## config.mk

```make
export PLATFORM = sky130hd
export DESIGN_NAME = swra_div
export DESIGN_NICKNAME = d
export VERILOG_FILES = /design/src/rtl/core/swra_pkg.sv /design/src/rtl/core/swra_div.sv
export SDC_FILE = /design/constraint.sdc
export NUM_CORES = 1
export LEC_CHECK = 0
export BUFFER_PORTS_ARGS = -buffer_cell sky130_fd_sc_hd__clkbuf_2
export CORE_ASPECT_RATIO = 2
export CORE_UTILIZATION = 51
export CTS_BUF_LIST = sky130_fd_sc_hd__clkbuf_8
export DETAILED_ROUTE_END_ITERATION = 7
export PLACE_DENSITY = 0.78
export SKIP_CTS_REPAIR_TIMING = 1
export SYNTH_ARGS = -nofsm -noshare
export SYNTH_HDL_FRONTEND = slang
export SYNTH_SLANG_ARGS = --single-unit
export TNS_END_PERCENT = 10
```

## constraint.sdc

```tcl
create_clock -name clk -period 2.1 [get_ports clk]
set_input_delay 0.42 -clock clk [delete_from_list [all_inputs] [get_ports clk]]
set_output_delay 0.42 -clock clk [all_outputs]
set_load 0.02 [all_outputs]
```

## src/rtl/core/swra_pkg.sv

```systemverilog
`timescale 1ns / 1ps
`default_nettype none

package swra_pkg;

  // Default number of stack entries.
  localparam int DEPTH_DEF = 1024;

  // Fixed field widths of the stream words.
  localparam int VAL_W     = 32;
  localparam int AVG_W     = 40;
  localparam int CNT_OUT_W = 11;
  localparam int FRAC_W    = 8;
  localparam int CODE_W    = 2;

  // Operation codes carried on the input tuser. The unused code acts as a query.
  localparam logic [CODE_W-1:0] MODE_PUSH  = 2'd0;
  localparam logic [CODE_W-1:0] MODE_POP   = 2'd1;
  localparam logic [CODE_W-1:0] MODE_QUERY = 2'd2;

  // Status codes carried on the output tuser.
  localparam logic [CODE_W-1:0] STATUS_OK    = 2'd0;
  localparam logic [CODE_W-1:0] STATUS_EMPTY = 2'd1;
  localparam logic [CODE_W-1:0] STATUS_FULL  = 2'd2;

  typedef enum logic [2:0] {
    S_IDLE,
    S_READ,
    S_PREP,
    S_DIV,
    S_DONE
  } swra_state_t;

  // Status of the divider as seen by the sequencer.
  typedef struct packed {
    logic busy;
    logic done;
  } div_sts_t;

endpackage

`default_nettype wire

```

## src/rtl/core/swra_div.sv

```systemverilog
`timescale 1ns / 1ps
`default_nettype none

module swra_div #(
  parameter int DVD_W = 50,
  parameter int DSR_W = 11
) (
  input  wire logic                clk,
  input  wire logic                rst_n,
  input  wire logic                start,
  input  wire logic [DVD_W-1:0]    dividend,
  input  wire logic [DSR_W-1:0]    divisor,
  output logic      [DVD_W-1:0]    quotient,
  output swra_pkg::div_sts_t       sts
);
  import swra_pkg::*;

  localparam int STEP_W = (DVD_W > 1) ? $clog2(DVD_W) : 1;

  logic              busy_r;
  logic              done_r;
  logic [STEP_W-1:0] step_r;
  logic [DVD_W-1:0]  dvd_r;
  logic [DVD_W-1:0]  quo_r;
  logic [DSR_W-1:0]  dsr_r;
  logic [DSR_W-1:0]  rem_r;

  logic [DSR_W:0]    trial;
  logic [DSR_W:0]    diff;
  logic              fits;
  logic [DSR_W-1:0]  rem_nxt;

  // One restoring step: bring down the next dividend bit and try the subtract.
  always_comb begin
    trial   = {rem_r, dvd_r[DVD_W-1]};
    diff    = trial - {1'b0, dsr_r};
    fits    = (trial >= {1'b0, dsr_r});
    rem_nxt = fits ? diff[DSR_W-1:0] : trial[DSR_W-1:0];
  end

  always_ff @(posedge clk) begin
    if (!rst_n) begin
      busy_r <= 1'b0;
      done_r <= 1'b0;
      step_r <= '0;
    end else begin
      done_r <= 1'b0;
      if (start) begin
        busy_r <= 1'b1;
        step_r <= '0;
      end else if (busy_r) begin
        step_r <= step_r + 1'b1;
        if (step_r == STEP_W'(DVD_W - 1)) begin
          busy_r <= 1'b0;
          done_r <= 1'b1;
        end
      end
    end
  end

  always_ff @(posedge clk) begin
    if (start) begin
      dvd_r <= dividend;
      dsr_r <= divisor;
      rem_r <= '0;
      quo_r <= '0;
    end else if (busy_r) begin
      dvd_r <= {dvd_r[DVD_W-2:0], 1'b0};
      rem_r <= rem_nxt;
      quo_r <= {quo_r[DVD_W-2:0], fits};
    end
  end

  assign quotient = quo_r;
  assign sts.busy = busy_r;
  assign sts.done = done_r;

endmodule

`default_nettype wire

```

**Word-level counts from Yosys, hierarchy flattened**

Cells that the tools add are included.

- Add/subtract/negate cells: 2
- Order comparisons: 1
- Equal/unequal tests: 1
- Muxes and demuxes: 7
- Bitwise logic cells: 2
- Reduce and logical (&&, ||, !) cells: 3

Operator list:

| cell | count |
|---|---|
| 50-bit 2-to-1 mux | 2 |
| 12-bit by 11-bit greater-or-equal comparator with 1-bit output | 1 |
| 11-bit 2-to-1 mux | 1 |
| 11-bit subtractor | 1 |
| 6-bit by 1-bit adder with 6-bit output (second input constant) | 1 |
| 6-bit == test (second input constant) | 1 |
| 1-bit 2-to-1 mux | 4 |
| 3-bit OR reduction | 1 |
| 1-bit NOT | 2 |
| 2-bit nonzero test | 1 |
| 2-bit OR reduction | 1 |

- Register bits after elaboration: 130
- Output and inout bits: 52
- Logic and storage cells: 23

**Depth between registers and ports, before layout**

Gate-level depths: netlist (run 1).

- Depth in word-level cells: 4
- Depth in mapped cells: 10
- Depth with buffers taken out: 9

**Worst setup path before layout (run 1)**

No wires, ideal clock.

- Kind: register to register
- Start point: register busy_r
- End point: register dvd_r[0], enable pin
- Library setup time: 386 ps
- Data arrival time: 1848 ps
- Slack: -134 ps
- Cell stages (with the launch flop): 5
- Clock period less this slack: 2234 ps
- Cell sequence: dfxtp_1 -> clkbuf_1 -> clkbuf_1 -> buf_1 -> or2_2

- Cells in the longest elaborated chain, start to end: 1

RTL lines:

| what | RTL line | text |
|---|---|---|
| start, declared | swra_div.sv:20 | `logic busy_r;` |
| start signal, assigned | swra_div.sv:43 | `busy_r <= 1'b0;` |
| start signal, assigned | swra_div.sv:49 | `busy_r <= 1'b1;` |
| start signal, assigned | swra_div.sv:54 | `busy_r <= 1'b0;` |
| 2-bit nonzero test (no line) | - |  |
| end signal, assigned | swra_div.sv:63 | `dvd_r <= dividend;` |
| end signal, assigned | swra_div.sv:68 | `dvd_r <= {dvd_r[DVD_W-2:0], 1'b0};` |
| end, declared | swra_div.sv:23 | `logic [DVD_W-1:0] dvd_r;` |

Every way passes these cells.
A chain may end at the register's enable or synchronous reset.

**Final worst setup path (run 1)**

- Start point: register dvd_r[49]
- End point: register rem_r[1]

- Cells in the longest elaborated chain, start to end: 2
- Elaborated cells between the ends (all ways): 3
- Classes of those cells: 1 x add/sub; 1 x order compare; 1 x mux

RTL lines:

| what | RTL line | text |
|---|---|---|
| 11-bit subtractor or 12-bit by 11-bit greater-or-equal comparator with 1-bit output (tied branches) | swra_div.sv:36, swra_div.sv:37 |  |
| 11-bit 2-to-1 mux * | swra_div.sv:38 | `rem_nxt = fits ? diff[DSR_W-1:0] : trial[DSR_W-1:0];` |
| end signal, assigned | swra_div.sv:69 | `rem_r <= rem_nxt;` |
| end, declared | swra_div.sv:26 | `logic [DSR_W-1:0] rem_r;` |

Mark *: on every way between the ends. The rest lies on a longest branch, timed or not.

==> results.yml, run 1 <==
run_status:
  status: "finished with violations"
  violations: "negative setup slack"
critical_path:
  cp_cell_sequence: "inv_1 > ha_2 > fa_2 > nand2b_4 > a21oi_2 > o211a_1 > o2111a_2 > or4_1 > o221ai_1"
  path_max_fanout: 8
  worst-setup-path-type: "reg2reg"
  startpoint_type: "flop"
  cp-end-kind: "flop"
  required_ns: 2.43
  cp_data_arrival_time_ns: 2.62
  crit_path_top_delay_cell: "or4_1"
  max_stage_delay_ns: 0.51
die:
  start_util: 0.5197
  pin_count: 116
  die_area_um2: 11530
  fp.dieH_um: 150.9
  rows: 54
  die_w_um: 76.45
  core_area_um2: 10880
synth:
  synth_top_area_cell: "edfxtp_1"
  ys_warn_count: 0
  ys_seq_area_frac: 0.5684
  syn_nets: 550
  syn_area_um2: 5653
  avgSynthCellArea_um2: 11.98
  ys.flop_type: "dfxtp_1"
  synth_top_family_by_area: "multiplexers"
  yosys.area_share.simple: 0.09296
  synthXorXnorAreaFrac: 0.01239
  synth_top_area_frac: 0.3240
  synthCells: 472
  synthAdderAreaFrac: 0.03232
  synthMuxAreaShare: 0.1881
  synth-edff-count: 61
  yosys-top-cells-area: "edfxtp_1, dfxtp_1, mux2_2, mux2i_1, nor2_1"
  synthArstFlopShare: 0
  synth_seq_cells: 130
  synthDistinctLibCells: 52
  synth-compound-area-share: 0.07238
cells_and_area:
  drive_gt1_frac: 0.3867
  n_fill_cell: 852
  finish.net_count: 683
  num_antenna_cells: 0
  syn_to_final_growth_pct: 24.39
sta:
  timing.final.crit_share: 1.086
  setup_violations: 12
  fin_ws_ns: -0.1809
  slew_violations: 0
  clock_skew_ns: 0.01350
  fin_hold_ws_ns: 0.1633
  finalCriticalPeriod_ns: 2.281
  fmax_ghz: 0.4384
  tns_ns: -1.243
  rsz0062_at_grt: "true"
  hold_viol: 0
  slew_headroom: 0.7347
  worst_pin_slew_ns: 0.3980
power:
  pwr-share-seq: 0.478
  p_per_area_nw_per_um2: 864.4
  p_sw_mw: 1.464
  combPwrFrac: 0.132
  max-vdd-ir-drop_uv: 719.0
  swShare: 0.2409
  p_clk_frac: 0.391
  leakagePower_nw: 2.986
  internal-power_mw: 4.614
clock_tree:
  clock_latency_ns: 0.43
  cts_max_path_buffers: 2
  clock_sinks: 130
  ctsRootBufferMaster: "clkbuf_8"
  cts_buffers: 17
  cts-htree-levels: 4
  tritoncts: "done"
  clk_pin_slew_worst_paths_ns: 0.08
routing:
  route.detailed.drc: 0
  wire_per_inst_um: 16.01
  firstDrtPassIters: 4
  drtAntennaViolNets: 0
  vias: 4052
  wl_mm: 12.14
  drt_iter0_drc: 137
  vias_per_cell: 5.346
placement:
  dp_hpwl_mm: 8.788
  place_congestion: 0.8993
  port_buffers: 115
run:
  max_cap_viol_count: 0
global_route:
  grt_start_max_net_pins: 37
  grt_first_pass_wirelength_mm: 18.89
  grt_usage: 0.2147
  grt_pass1_vias: 4140
  grt-ovfl-total: 0
  antenna_found_initial: 0
worst_hold_path:
  hp-class: "in2reg"
power groups by stage:
stage,clock network [mW],logic (mW),registers (mW)
finish,2.37,0.800,2.90
global route,2.54,0.869,2.92
CTS,2.42,0.769,2.91
detailed placement,0,0.764,2.96
global placement,0,0.738,2.95
floorplan,0,0.526,2.92
cells in the mapped netlist, drive strengths merged, types with 8 or more instances:
| cell | n |
|---|---|
| nand2 | 8 |
| clkbuf | 14 |
| inv | 17 |
| dfxtp | 69 |
| o21ai | 15 |
| edfxtp | 61 |
| mux2i | 50 |
| nor2 | 72 |
| a21oi | 13 |
| mux2 | 50 |
| buf | 14 |
| ha | 13 |
cell type report:
class	count	area (um2)	share of cell area
clock buffers	20	275.3	0.03915
clock inverters	12	176.4	0.02509
flip-flops and latches	130	3217	0.4575
inverters	17	63.81	0.009075
repair buffers	142	828.3	0.1178
well taps	140	175.2	0.02491
multi-input cells	297	2296	0.3265
placed cells by master, fill, tap and decap left out, drive strengths merged, types with 2 or more instances in the layout:
cell	count
clkinv	5
buf	28
o21a	3
a21o	2
or3	2
xnor2	4
bufinv	4
a211oi	4
nor3	3
edfxtp	61
nand3	7
dfxtp	69
nor2	72
xor2	4
a21oi	13
nand4	4
ha	13
clkbuf	134
nor2b	4
o2111ai	3
inv	20
nand2b	6
a311oi	7
mux2	50
o21ai	15
nand2	8
mux2i	50
or2	2
metal layers:
layer	up-vias	share of wire	global-route usage
met5	-	0	0
met2	120	0.55	0.3914
met4	0	0.063	0.1625
met1	1910	0.35	0.2038
met3	54	0.038	0.05602
li1	1968	-	-
critical path: cells and delay by family, from the launching register on:
family	cells	cell delay, ns
buf+inv	1	0.08
simple gates	2	0.64
compound gates	4	0.70
fa+ha+maj	2	0.40
flops	1	0.39
registers in the layout (all words and copies together) (netlist names):
signal    flops
dsr_r        11
step_r        6
quotient     50
rem_r        11
done_r        1
dvd_r        50
busy_r        1
final timing paths:
path	to	cells past startpoint	startpoint	slack, ns
setup / recovery	rem_r[1]	9	dvd_r[49]	-0.18
hold / removal	dsr_r[10]	1	divisor[10]	0.16
setup reg to reg	rem_r[1]	9	dvd_r[49]	-0.18
hold reg to reg	step_r[5]	2	step_r[5]	0.51
stage by stage:
| step | instances | utilization | worst slack [ns] | total power [mW] | area [um2] |
|---|---|---|---|---|---|
| finish | 758 | 0.6464 | -0.1809 | 6.078 | 7032 |
| global route | 758 | 0.6464 | -0.3206 | 6.325 | 7032 |
| CTS | 755 | 0.6407 | -0.2868 | 6.097 | 6969 |
| detailed placement | 723 | 0.5991 | -0.2634 | 3.724 | 6518 |
| global placement | 723 | 0.5991 | -0.1672 | 3.689 | 6518 |
| floorplan | 472 | - | -0.03077 | 3.447 | 5655 |
cell families (layout without fill, tap and decap cells):
kind of cell	after synthesis	in the layout
muxes	100	100
adders and majority gates	14	14
DFF	130	130
buffers and inverters	45	191
xor gates and xnor gates	8	8
AOI/OAI and AO/OA	59	59
and+or+nand+nor	116	116
(Power assumes the default switching activity.)
==> inputs of run 2 (changes only) <==
--- a/config.mk
+++ b/config.mk
@@ -11,7 +11,7 @@
 export CTS_BUF_LIST = sky130_fd_sc_hd__clkbuf_8
 export DETAILED_ROUTE_END_ITERATION = 7
 export PLACE_DENSITY = 0.78
-export SKIP_CTS_REPAIR_TIMING = 1
+export SKIP_LAST_GASP = 1
 export SYNTH_ARGS = -nofsm -noshare
 export SYNTH_HDL_FRONTEND = slang
 export SYNTH_SLANG_ARGS = --single-unit
==> results.yml, run 2 (synthesized netlist as in run 1, its figures left out) <==
clock_tree:
  ctsRootBufferMaster: "clkbuf_8"
  cts-htree-levels: 4
  clk_pin_slew_worst_paths_ns: 0.08
  cts_buffers: 17
  tritoncts: "done"
  cts_max_path_buffers: 2
  clock_sinks: 130
  clock_latency_ns: 0.43
global_route:
  grt-ovfl-total: 0
  antenna_found_initial: 0
  grt_usage: 0.2179
  grt_pass1_vias: 4175
  grt_start_max_net_pins: 37
  grt_first_pass_wirelength_mm: 19.14
power:
  p_sw_mw: 1.474
  swShare: 0.2420
  power_mw: 6.092
  p_clk_frac: 0.390
  pwr-share-seq: 0.477
  max-vdd-ir-drop_uv: 718.9
  leakagePower_nw: 2.988
  internal-power_mw: 4.618
  combPwrFrac: 0.133
  p_per_area_nw_per_um2: 863.8
routing:
  vias: 4068
  drtAntennaViolNets: 0
  drt_iter0_drc: 150
  wire_per_inst_um: 16.11
  firstDrtPassIters: 4
  wl_mm: 12.20
  vias_per_cell: 5.374
  route.detailed.drc: 0
critical_path:
  reg2reg_slack_ns: -0.18
  worst-path-buf-inv: 2
  r2r_start: "dsr_r[1]"
  required_ns: 2.42
  cp_cell_sequence: "inv_1 > ha_1 > nor2b_1 > o31a_1 > buf_4 > or4b_1 > nand4_1 > a21oi_1 > a2111oi_2"
  startpoint_type: "flop"
  crit_family: "simple AND/OR/NAND/NOR gates"
  reg2reg_depth: 9
  r2r-end: "rem_r[5]"
  cp_data_arrival_time_ns: 2.59
  crit_path_top_delay_cell: "or4b_1"
  worst-setup-path-type: "reg2reg"
  max_stage_delay_ns: 0.48
  path_max_fanout: 4
  cp-end-kind: "flop"
placement:
  place_congestion: 0.8993
  port_buffers: 115
  placed_cells: 723
  dp_hpwl_mm: 8.788
die:
  rows: 54
  fp.dieH_um: 150.9
  die_area_um2: 11530
  core_area_um2: 10880
  die_w_um: 76.45
  pin_count: 116
  start_util: 0.5197
sta:
  tns_ns: -1.521
  slew_violations: 0
  hold_viol: 0
  worst_pin_slew_ns: 0.3995
  setup_violations: 12
  rsz0062_at_grt: "true"
  fin_ws_ns: -0.1784
  fin_hold_ws_ns: 0.1605
  clock_skew_ns: 0.01324
  fmax_ghz: 0.4389
  finalCriticalPeriod_ns: 2.278
  slew_headroom: 0.7337
  timing.final.crit_share: 1.085
cells_and_area:
  seq_area_um2: 3217
  final_common_cell: "clkbuf_2"
  final_cells: 757
  syn_to_final_growth_pct: 24.77
  finish.net_count: 682
  fin_util: 0.6484
  final_cell_mix: "clkbuf_2, nor2_1, dfxtp_1"
  n_fill_cell: 844
  drive_gt1_frac: 0.3906
  multi_input_area_um2: 2325
  num_antenna_cells: 0
run_status:
  status: "finished with violations"
  violations: "negative setup slack"
worst_hold_path:
  worstHoldStart: "divisor[10]"
  hold_depth: 1
  hold_end: "dsr_r[10]"
  hp-class: "in2reg"
run:
  max_cap_viol_count: 0
## run 2: changes by cell type in the layout (fill, tap and decap cells not counted), sizes merged
| cell | delta |
|---|---|
| buf | -1 |
## run 2: power by group through the flow
stage | sequential [mW] | combinational (mW) | clock [mW]
finish | 2.91 | 0.812 | 2.37
global route | 2.92 | 0.884 | 2.54
CTS | 2.91 | 0.787 | 2.42
detailed placement | 2.96 | 0.764 | 0
global placement | 2.95 | 0.738 | 0
floorplan | 2.92 | 0.526 | 0
## run 2: final cells by class
type / count / area share
flip-flops and latches: 130 / 0.4561
multi-input cells: 297 / 0.3296
repair buffers: 141 / 0.1164
clock buffers: 20 / 0.03903
clock inverters: 12 / 0.02501
well taps: 140 / 0.02484
inverters: 17 / 0.009047
## run 2: how the worst max path moves through the flow
stage / start / to / cells past startpoint
detailed placement: dvd_r[49] / rem_r[10] / 9
CTS: dsr_r[0] / rem_r[6] / 9
floorplan: dvd_r[49] / rem_r[10] / 9
global placement: dvd_r[49] / rem_r[10] / 9
global route: dsr_r[1] / rem_r[5] / 9
finish: dsr_r[1] / rem_r[5] / 9
## run 2: repair_timing
item / in CTS / in global routing
pin swaps: 5 / 7
setup endpoints to repair: 12 / 12
gates cloned: 0 / 1
hold buffers: 0 / 0
gates resized for setup: 6 / 9
buffers inserted: 1 / 0
## run 2: per-layer routing
| layer | global-route usage | part of all wire | vias up |
|---|---|---|---|
| li1 | - | - | 1968 |
| met1 | 0.2058 | 0.35 | 1932 |
| met2 | 0.4023 | 0.56 | 116 |
| met3 | 0.05602 | 0.037 | 52 |
| met4 | 0.1587 | 0.060 | 0 |
| met5 | 0 | 0 | - |
## run 2: metrics by stage
step	cell area, um2	worst slack [ns]
after floorplan	5655	-0.03077
after global placement	6518	-0.1672
after detailed placement	6518	-0.2634
after CTS	7007	-0.1626
after global routing	7053	-0.2847
final	7053	-0.1784
